--- src/hw/rtl/lsdrs_pkg.sv ---
// Shared types and constants for the LSD decimal radix sorter.
`timescale 1ns / 1ps

package lsdrs_pkg;

  // Element and digit widths
  localparam int VAL_W   = 31;
  localparam int DIGIT_W = 4;
  localparam int RADIX   = 10;

  // Pass limit: every 31-bit value is below ten to the tenth
  localparam logic [DIGIT_W-1:0] MAX_PASSES      = 4'd10;
  localparam logic [DIGIT_W-1:0] DIGIT_COUNT_RST = 4'd10;

  // Default capacity
  localparam int MAX_ITEMS_DEF = 64;

  // Register port
  localparam int DATA_W = 32;
  localparam int ADDR_W = 3;
  localparam logic [ADDR_W-3:0] REG_DIGIT_COUNT = 1'b0;

  // Reciprocal of ten: floor(q * RECIP_10 / 2^RECIP_SHIFT) == q / 10 for q < 2^32
  localparam logic [31:0] RECIP_10    = 32'hCCCC_CCCD;
  localparam int          RECIP_SHIFT = 35;
  localparam int          PROD_W      = VAL_W + 32;

  // Request carried on the input channel
  typedef struct packed {
    logic [VAL_W-1:0] value;
    logic             last_item;
  } item_t;

  // Request carried on the output channel
  typedef struct packed {
    logic [VAL_W-1:0] sorted_value;
    logic             last_result;
  } result_t;

  // Stored element: original value and its remaining quotient for later digits
  typedef struct packed {
    logic [VAL_W-1:0] val;
    logic [VAL_W-1:0] quo;
  } elem_t;

endpackage

--- src/hw/rtl/lsdrs_digit.sv ---
// Digit unit: splits a quotient into its lowest decimal digit and the rest.
`timescale 1ns / 1ps

module lsdrs_digit (
  input  logic                             clk,
  input  lsdrs_pkg::elem_t                 din,
  output lsdrs_pkg::elem_t                 dout,
  output logic [lsdrs_pkg::DIGIT_W-1:0]    digit
);
  import lsdrs_pkg::*;

  localparam int Q10_W = PROD_W - RECIP_SHIFT;

  logic [PROD_W-1:0] prod;
  logic [VAL_W-1:0]  val_r;
  logic [VAL_W-1:0]  quo_r;
  logic [Q10_W-1:0]  q10;
  logic [VAL_W-1:0]  q10_x;
  logic [VAL_W-1:0]  rem;

  // Reciprocal multiply, registered
  always_ff @(posedge clk) begin
    prod  <= {{(PROD_W-VAL_W){1'b0}}, din.quo} * {{(PROD_W-32){1'b0}}, RECIP_10};
    val_r <= din.val;
    quo_r <= din.quo;
  end

  // Quotient by ten and remainder
  always_comb begin
    q10   = prod[PROD_W-1:RECIP_SHIFT];
    q10_x = VAL_W'(q10);
    rem   = quo_r - ((q10_x << 3) + (q10_x << 1));
    digit = rem[DIGIT_W-1:0];
    dout.val = val_r;
    dout.quo = q10_x;
  end

endmodule

--- config.mk ---
export PLATFORM = sky130hd
export DESIGN_NAME = lsdrs_digit
export DESIGN_NICKNAME = d
export VERILOG_FILES = /design/src/hw/rtl/lsdrs_pkg.sv /design/src/hw/rtl/lsdrs_digit.sv
export SDC_FILE = /design/constraint.sdc
export NUM_CORES = 1
export LEC_CHECK = 0
export ABC_CLOCK_PERIOD_IN_PS = 8400
export BUFFER_PORTS_ARGS = -buffer_cell sky130_fd_sc_hd__buf_2
export CORE_ASPECT_RATIO = 1.4
export CORE_UTILIZATION = 60
export DETAILED_ROUTE_END_ITERATION = 8
export PLACE_DENSITY = 0.81
export SYNTH_ARGS = -nofsm -noshare
export SYNTH_HDL_FRONTEND = slang
export SYNTH_SLANG_ARGS = --single-unit
--- constraint.sdc ---
create_clock -name clk -period 8.4 [get_ports clk]
set_input_delay 1.26 -clock clk [delete_from_list [all_inputs] [get_ports clk]]
set_output_delay 1.26 -clock clk [all_outputs]
set_load 0.05 [all_outputs]
==> results.yml <==
grt:
  grt_pass1_wl_mm: 50.5
  grt_usage: 0.297
  grt.overflow.total: 0
  antenna_found_initial: 0
  grt_max_degree: 11
  first_global_vias: 10309
route:
  final_antenna_net_count: 0
  drtIter0Drc: 431
  drc: 0
  wl_per_cell_um: 18.9
  dr.pass1.iters: 5
  routed-via-count: 9128
  routed_wl_mm: 31.8
  avgViaCountPerCell: 5.42
synth:
  synth_ff_type: "dfxtp_1"
  synth_top_area_frac: 0.348
  ys_warn_count: 0
  synth.avg_cell_area_um2: 10.4
  synth_top_area_cell: "fa_1"
  synth_cell_types: 55
  synth_cells: 1284
  syn-cell-area_um2: 13300
  synth.yosys.seq_area_share: 0.0949
  synth_seq_cells: 63
  yosys-top-cells-area: "fa_1 35%, ha_1 29%, dfxtp_1 9.5%, inv_1 9.4%, xnor2_1 2.1%"
  async_flop_share: 0
  synth_edf_count: 0
timing:
  rsz0062_at_grt: "false"
  finalSetupTns_ns: 0
  finalHoldViolCount: 0
  tightest_slew_ns: 1.15
  drv_slew: 0
  slew_headroom: 0.229
  post-route-min-period_ns: 7.82
  period_share: 0.931
  fmax_ghz: 0.128
  setup_viol_count_final: 0
floorplan:
  die_area_um2: 22800
  start_util: 0.610
  ios: 129
  die_w_um: 128
  core_area_um2: 21800
  die_h_um: 178
  rows: 64
run_status:
  outcome: "finished clean"
clock_network:
  cts.sink_count: 63
  cts_setup_buffers: 0
  ctsHoldBuffers: 0
  clock_path_buffers: 2
  ctsResizeCount: 0
  cts_buffers: 9
  clkSlewWorstSetupHoldPaths_ns: 0.05
  cts_tree: "done"
  cts_max_level: 3
  cts-root-buf: "clkbuf_16"
layout:
  syn_to_final_growth_pct: 7.82
  antenna_cells: 0
  final_cells: 1683
  regArea_um2: 1260
  layout-drive-gt1-share: 0.115
  multi_input_area_um2: 10500
  nNetsFinal: 1981
  fill_cells: 1768
placement:
  gp_congestion: 0.962
  portBuffers: 125
  place_inst: 1667
  post-dp-hpwl_mm: 29.5
worst_setup_path:
  startpoint_type: "primary input"
  end_kind: "flop"
  crit_type: "in -> reg"
  arrival_ns: 8.02
  cp_max_fo: 6
  required_ns: 8.60
run:
  maxCapViolations: 0
hold_path:
  hold_path_class: "in -> reg"
## layer usage
metal | routed length [um] | global-route usage
met3 | 1170 | 0.0399
met2 | 17900 | 0.582
met4 | 1850 | 0.174
met1 | 10900 | 0.292
met5 | 0 | 0
## worst max-delay path, cell delays in order
cell and delay [ns]:
buf_2 0.14, ha_1 0.34, fa_1 0.63, fa_1 0.72, inv_1 0.09, fa_1 0.40, fa_1 0.56, inv_1 0.06
fa_1 0.46, fa_1 0.51, inv_1 0.05, fa_1 0.50, inv_1 0.04, ha_1 0.33, a21oi_1 0.21, o21ai_0 0.13
a221oi_1 0.34, nand4_1 0.19, o21ai_4 0.30, o21ai_2 0.16, a21oi_1 0.28, o21ai_0 0.14, xor2_1 0.16
## cells in the mapped netlist (4+ instances only)
master,count
nand2_1,32
a21o_1,30
xor2_1,20
nand3_1,9
o21ai_0,24
inv_1,334
xnor2_1,32
nand4_1,18
o21ai_1,4
buf_4,32
ha_1,306
dfxtp_1,63
a211oi_1,4
a21oi_1,46
fa_1,231
o21bai_1,7
a31oi_1,8
clkbuf_1,6
nor3_1,8
nor2_1,17
nor2b_1,4
## state kept, by name, indices dropped and copies added (netlist names)
| register | cells |
|---|---|
| quo_r | 4 |
| prod | 28 |
| val_r | 31 |
## final cells by class
| cell class | instances | share of cell area |
|---|---|---|
| multi-input cells | 848 | 0.732 |
| clock buffers | 13 | 0.0182 |
| flip-flops and latches | 63 | 0.0880 |
| inverters | 334 | 0.0875 |
| well taps | 297 | 0.0259 |
| clock inverters | 3 | 0.00454 |
| repair buffers | 125 | 0.0437 |
## kinds of logic (layout without fill, tap and decap cells)
kind of cell,after synthesis,count (layout),share of synthesized area
flops,63,63,0.0949
fa+ha+maj,537,537,0.636
xor+xnor,52,52,0.0343
buf+inv,375,475,0.116
other cells,1,3,0.000282
compound gates,151,151,0.0766
simple gates,105,105,0.0418
## cell usage in the layout, fill, tap and decap left out, types with 2 or more instances in the layout
master	netlist	routed
a311oi_1	3	3
nor4_1	3	3
and3_1	2	2
inv_1	334	334
a21oi_1	46	46
bufinv_16	0	2
o21bai_1	7	7
o21ai_0	24	24
a21o_1	30	30
o211ai_1	3	3
o21ai_4	2	2
o21a_1	2	2
nor2_1	17	17
a211oi_1	4	4
or2_2	2	2
xnor2_1	32	32
nand4_1	18	18
xor2_1	20	20
nor2b_1	4	4
conb_1	1	3
nand2_1	32	32
dfxtp_1	63	63
ha_1	306	306
clkbuf_16	0	9
fa_1	231	231
o21ai_2	3	3
o21bai_2	2	2
a31oi_1	8	8
o21ai_1	4	4
clkbuf_8	0	2
buf_2	1	125
nand3_1	9	9
nor3_1	8	8
clkbuf_1	6	2
nand4_4	2	2
## worst paths after layout
kind,slack (ns),cells after the start,start,to
max,0.58,23,din[7],prod[50]
min,1.02,1,din[61],val_r[30]
## stage by stage
step / util / setup slack, ns / hold slack, ns / area [um^2]
4_1_cts: 0.658 / 0.661 / 1.01 / 14300
5_1_grt: 0.658 / 0.175 / 1.01 / 14300
3_5_place_dp: 0.643 / 0.296 / 1.36 / 14000
2_1_floorplan: - / 1.04 / 1.29 / 13300
6_report: 0.658 / 0.581 / 1.02 / 14300
3_3_place_gp: 0.643 / 0.436 / 1.36 / 14000
Power is left out: the tool's default activity adds up to more than one toggle a clock period on the data nets, which glitch-free logic cannot reach.
